<file path="src/rtl/dagf_pkg.sv">
// ---------------------------------------------------------------------------
// DAG addable-edge finder package
// Shared codes, controller states and the command and status bundles.
// ---------------------------------------------------------------------------
package dagf_pkg;

    localparam int VERTEX_W    = 6;
    localparam int MASK_W      = 64;
    localparam int CFG_W       = 7;
    localparam int IN_TDATA_W  = 16;
    localparam int OUT_TDATA_W = 72;
    localparam logic [CFG_W-1:0] VCOUNT_RESET = 7'd64;

    // Operation codes carried in tuser of the input stream.
    typedef enum logic [1:0] {
        FUNC_ADD   = 2'd0,
        FUNC_SOLVE = 2'd1,
        FUNC_CLEAR = 2'd2,
        FUNC_NOP   = 2'd3
    } t_func;

    // Datapath operations issued by the controller.
    typedef enum logic [3:0] {
        OP_NONE,
        OP_ACCEPT,
        OP_ADD_RD,
        OP_ADD_WR,
        OP_ROOT_SKIP,
        OP_ROOT_OPEN,
        OP_DEG_RD,
        OP_DEG_LATCH,
        OP_ADJ_RD,
        OP_PUSH,
        OP_POP,
        OP_POP_LATCH,
        OP_E_TOPO_RD,
        OP_E_VERTEX,
        OP_E_ACC,
        OP_E_LOAD
    } t_op;

    typedef struct packed {
        t_op  op;
        logic out_next;
    } t_cmd;

    typedef struct packed {
        logic root_done;
        logic root_visited;
        logic has_next;
        logic sp_one;
        logic push_ok;
        logic emit_done;
    } t_status;

    typedef enum logic [3:0] {
        S_IDLE,
        S_ADD_RD,
        S_ADD_WR,
        S_ROOT,
        S_DEG_RD,
        S_DEG_W,
        S_STEP,
        S_ADJ_W,
        S_POP_W,
        S_E_TOPO,
        S_E_TW,
        S_E_DW,
        S_E_ADJ,
        S_E_AW,
        S_E_OUT
    } t_state;

endpackage

</file>
<file path="src/rtl/dagf_ctrl.sv">
// ---------------------------------------------------------------------------
// DAG addable-edge finder controller
// Sequences edge loading, the depth-first walk and the result emission.
// ---------------------------------------------------------------------------
module dagf_ctrl
    import dagf_pkg::*;
(
    input  logic    i_clk,
    input  logic    i_rst_n,
    input  logic    i_in_valid,
    input  t_func   i_in_func,
    input  logic    i_out_ready,
    input  t_status i_status,
    output logic    o_in_ready,
    output logic    o_out_valid,
    output t_cmd    o_cmd
);

    t_state r_state;
    t_state n_state;

    // State register.
    always_ff @(posedge i_clk) begin
        if (!i_rst_n) begin
            r_state <= S_IDLE;
        end else begin
            r_state <= n_state;
        end
    end

    // Next-state logic.
    always_comb begin
        n_state = r_state;
        case (r_state)
            S_IDLE: begin
                if (i_in_valid) begin
                    case (i_in_func)
                        FUNC_ADD:   n_state = S_ADD_RD;
                        FUNC_SOLVE: n_state = S_ROOT;
                        default:    n_state = S_IDLE;
                    endcase
                end
            end
            S_ADD_RD: n_state = S_ADD_WR;
            S_ADD_WR: n_state = S_IDLE;
            S_ROOT: begin
                if (i_status.root_done) begin
                    n_state = S_E_TOPO;
                end else if (!i_status.root_visited) begin
                    n_state = S_DEG_RD;
                end
            end
            S_DEG_RD: n_state = S_DEG_W;
            S_DEG_W:  n_state = S_STEP;
            S_STEP: begin
                if (i_status.has_next) begin
                    n_state = S_ADJ_W;
                end else if (i_status.sp_one) begin
                    n_state = S_ROOT;
                end else begin
                    n_state = S_POP_W;
                end
            end
            S_ADJ_W:  n_state = i_status.push_ok ? S_DEG_RD : S_STEP;
            S_POP_W:  n_state = S_DEG_RD;
            S_E_TOPO: n_state = i_status.emit_done ? S_IDLE : S_E_TW;
            S_E_TW:   n_state = S_E_DW;
            S_E_DW:   n_state = S_E_ADJ;
            S_E_ADJ:  n_state = i_status.has_next ? S_E_AW : S_E_OUT;
            S_E_AW:   n_state = S_E_ADJ;
            S_E_OUT: begin
                if (i_out_ready) begin
                    n_state = S_E_TOPO;
                end
            end
            default:  n_state = S_IDLE;
        endcase
    end

    // Output logic: handshakes and datapath commands.
    always_comb begin
        o_in_ready      = 1'b0;
        o_out_valid     = 1'b0;
        o_cmd.op        = OP_NONE;
        o_cmd.out_next  = 1'b0;
        case (r_state)
            S_IDLE: begin
                o_in_ready = 1'b1;
                if (i_in_valid) begin
                    o_cmd.op = OP_ACCEPT;
                end
            end
            S_ADD_RD: o_cmd.op = OP_ADD_RD;
            S_ADD_WR: o_cmd.op = OP_ADD_WR;
            S_ROOT: begin
                if (!i_status.root_done) begin
                    o_cmd.op = i_status.root_visited ? OP_ROOT_SKIP : OP_ROOT_OPEN;
                end
            end
            S_DEG_RD: o_cmd.op = OP_DEG_RD;
            S_DEG_W:  o_cmd.op = OP_DEG_LATCH;
            S_STEP:   o_cmd.op = i_status.has_next ? OP_ADJ_RD : OP_POP;
            S_ADJ_W: begin
                if (i_status.push_ok) begin
                    o_cmd.op = OP_PUSH;
                end
            end
            S_POP_W: o_cmd.op = OP_POP_LATCH;
            S_E_TOPO: begin
                if (!i_status.emit_done) begin
                    o_cmd.op = OP_E_TOPO_RD;
                end
            end
            S_E_TW:  o_cmd.op = OP_E_VERTEX;
            S_E_DW:  o_cmd.op = OP_DEG_LATCH;
            S_E_ADJ: o_cmd.op = i_status.has_next ? OP_ADJ_RD : OP_E_LOAD;
            S_E_AW:  o_cmd.op = OP_E_ACC;
            S_E_OUT: begin
                o_out_valid    = 1'b1;
                o_cmd.out_next = i_out_ready;
            end
            default: o_cmd.op = OP_NONE;
        endcase
    end

endmodule

</file>
<file path="config.mk">
export PLATFORM = sky130hd
export DESIGN_NAME = dagf_ctrl
export DESIGN_NICKNAME = d
export VERILOG_FILES = /design/src/rtl/dagf_pkg.sv /design/src/rtl/dagf_ctrl.sv
export SDC_FILE = /design/constraint.sdc
export NUM_CORES = 1
export LEC_CHECK = 0
export BUFFER_PORTS_ARGS = -buffer_cell sky130_fd_sc_hd__buf_2
export CAP_MARGIN = 40
export CORE_MARGIN = 4
export CORE_UTILIZATION = 35
export CTS_CLUSTER_SIZE = 10
export DETAILED_ROUTE_END_ITERATION = 6
export PLACE_DENSITY_LB_ADDON = 0.12
export SETUP_SLACK_MARGIN = 0.15
export SYNTH_ARGS = -nofsm -noshare
export SYNTH_HDL_FRONTEND = slang
export SYNTH_SLANG_ARGS = --single-unit
</file>
<file path="constraint.sdc">
create_clock -name i_clk -period 1.5 [get_ports i_clk]
set_input_delay 0.15 -clock i_clk [delete_from_list [all_inputs] [get_ports i_clk]]
set_output_delay 0.15 -clock i_clk [all_outputs]
set_load 0.01 [all_outputs]
</file>
==> metrics.cfg <==
[run_status]
status = complete, no violations

[clocking]
cts_root_buffer = clkbuf_4
cts_made_buffers = 3
cts_tree = built
cts.sinks = 4
path_clk_slew_ns = 0.04
cts-htree-levels = 1
clock_latency_ns = 0.25
ctsHoldBuffers = 0
cts_max_path_buffers = 2

[sta]
max_slew_margin_pct = 78.7
slew_viol_final = 0
skew_ns = 0.00547
fin_hold_ws_ns = 0.195
setup_viol = 0
finalWorstPathRequiredPeriod_ns = 1.49
rsz0062_at_grt = yes
period_share_pct = 99.2
fin_tns_setup_ns = 0
worst_pin_slew_ns = 0.315
clock.fmax_mhz = 672
report.final.hold_viol_count = 0

[floorplan]
start_util_pct = 38.1
die_h_um = 49.2
dieArea_um2 = 2420
num_rows = 14
fp.dieW_um = 49.2
pin_count = 19
core_um2 = 1560

[synth]
syn_inst = 91
ys.warnings.count = 0
synth_cell_types = 32
seq_area_frac_synth_pct = 13.5
syn_area_um2 = 594
synth_nets = 103
ys_top_cells_by_area = dfxtp_1 (13%), a21oi_1 (6.7%), nor3_1 (6.7%), nor2_1 (6.3%), o211ai_1 (6.3%)
synth_area_leader_cell = dfxtp_1
synth_seq_cells = 4
synth.avg_cell_area_um2 = 6.53
synth_top_cell_area_share_pct = 13.5

[routing]
dr.pass1.iters = 4
drc = 0
first_iter_violations = 38
drt-vias-per-instance = 6.24
vias = 842
totalWireLength_mm = 2.20
ant_nets = 0
wl_per_cell_um = 16.3

[layout]
final_nets = 133
layout-drive-gt1-share_pct = 48.7
area_growth_pct = 51.6
largest_register_ffs = 4
final_cell_mix = buf_2 (18), buf_4 (12), nor2_1 (9), a21oi_1 (7)
top_register = r_state
antennaDiodeCount = 0
reg_top3 = r_state: 4 flops
layout_commonest_cell = buf_2
fillers = 150

[critical_path]
cp-end-kind = primary output
max_stage_delay_ns = 0.37
r2r_start = r_state[3]$_SDFFE_PN0P_
rr_endpoint = r_state[0]$_SDFFE_PN0P_
reg2reg_depth = 4
critPathKind = reg -> out
cp.required_ns = 1.35
crit_fanout = 6
crit_chain = buf_6 -> or2b_1 -> o211ai_1 -> a21oi_1 -> buf_2
cp_slowest_cell = dfxtp_4
reg2reg_slack_ns = 0.18
cp.arrival_ns = 1.34
cp-start-kind = flop

[worst_hold_path]
hp-start = i_rst_n
hp-class = in -> reg
holdPathEnd = r_state[2]$_SDFFE_PN0P_
holdPathStages = 2

[placement]
io_buffer_count = 18
place_hpwl_mm = 1.48
routabilityCongestion = 0.910

[global_routing]
grt_max_degree = 13
overflow = 0
antenna_found_initial = 0
grt_pass1_vias = 767
gr-usage-all-layers_pct = 18.0
grt_pass1_wl_mm = 3.39

[power_and_ir_drop]
p_leak_uw = 0.000360
peakVddDrop_mv = 0.296
p_per_area_nw_per_um2 = 583

[flow_run]
maxCapViolCount = 0

==> layer usage <==
metal  wire (µm)  part of all wire [%]  vias to the layer above  track usage [%]
met5           0                     0                        -                0
met4          47                   2.1                        0             12.3
met3         181                   8.2                        5             3.06
met2        1080                    49                       47             27.0
met1         894                    41                      393             23.0
li1            -                     -                      397                -
==> cells in the mapped netlist <==
library cell  instances
o311ai_0              2
a41oi_1               1
o32ai_1               2
nor2b_1               1
nand3_1               1
nand2_1               6
xor2_1                1
o31ai_1               1
buf_2                 5
or2_1                 1
inv_1                 6
nand2b_1              3
o2bb2ai_1             1
a21oi_1               8
nor4_4                1
dfxtp_1               4
a21o_1                1
a32oi_1               1
o21ai_0               7
clkbuf_1              2
o211ai_1              5
nand4_1               2
o221a_2               1
nor2_1               10
a21boi_0              1
o2111ai_1             1
or2b_1                1
buf_6                 2
a211oi_1              1
o21a_1                1
a31oi_1               3
nor3_1                8
==> area by class of cell <==
class                   instances  area [µm²]  share of cell area (%)
clock buffers                   3        22.5                    2.50
well taps                      16        20.0                    2.22
repair buffers                 34         225                    25.0
multi-input cells              72         520                    57.8
flip-flops and latches          4        90.1                    10.0
inverters                       6        22.5                    2.50
==> what timing repair did <==
action | CTS | global route
setup endpoints to repair | 9 | 10
pin swaps | 4 | 5
buffers inserted | 2 | 3
resized for setup | 18 | 13
==> report_power, final <==
group	internal, µW	switching, µW
clock network	90.2	54.3
logic	118	135
registers	113	14.2
==> kinds of logic after synthesis <==
logic type,Yosys count,synth area share (%)
XOR/XNOR,1,1.47
buffers and inverters,15,13.1
flip-flops,4,13.5
AO/OA/AOI/OAI,37,42.1
AND/OR/NAND/NOR,34,29.9
==> how the worst max path moves through the flow <==
stage          slack, ns                     from  cells past startpoint                      end
5_1_grt            -0.07  r_state[2]$_SDFFE_PN0P_                      5                 o_cmd[2]
6_report            0.01  r_state[3]$_SDFFE_PN0P_                      5                 o_cmd[2]
3_3_place_gp        0.14  r_state[3]$_SDFFE_PN0P_                      5  r_state[3]$_SDFFE_PN0P_
3_5_place_dp        0.12  r_state[3]$_SDFFE_PN0P_                      5  r_state[0]$_SDFFE_PN0P_
4_1_cts             0.03  r_state[3]$_SDFFE_PN0P_                      5                 o_cmd[2]
2_1_floorplan       0.19  r_state[3]$_SDFFE_PN0P_                      6  r_state[2]$_SDFFE_PN0P_
==> through the flow <==
stage,instance area [µm²],total power [µW],util (%),worst slack [ns],std cells
after floorplan,594,248,-,0.187,91
after CTS,817,486,52.4,0.0334,132
after detailed placement,732,324,47.0,0.120,127
final,901,525,57.8,0.0116,135
after global routing,901,548,57.8,-0.0662,135
after global placement,732,323,47.0,0.140,127
==> worst max-delay path, delay by kind of cell (launching register included) <==
kind,cells,cell delay [ns]
simple gates,1,0.27
compound gates,2,0.19
flops,1,0.37
buf+inv,2,0.26
Note: power is estimated with default switching activity, not from simulation.
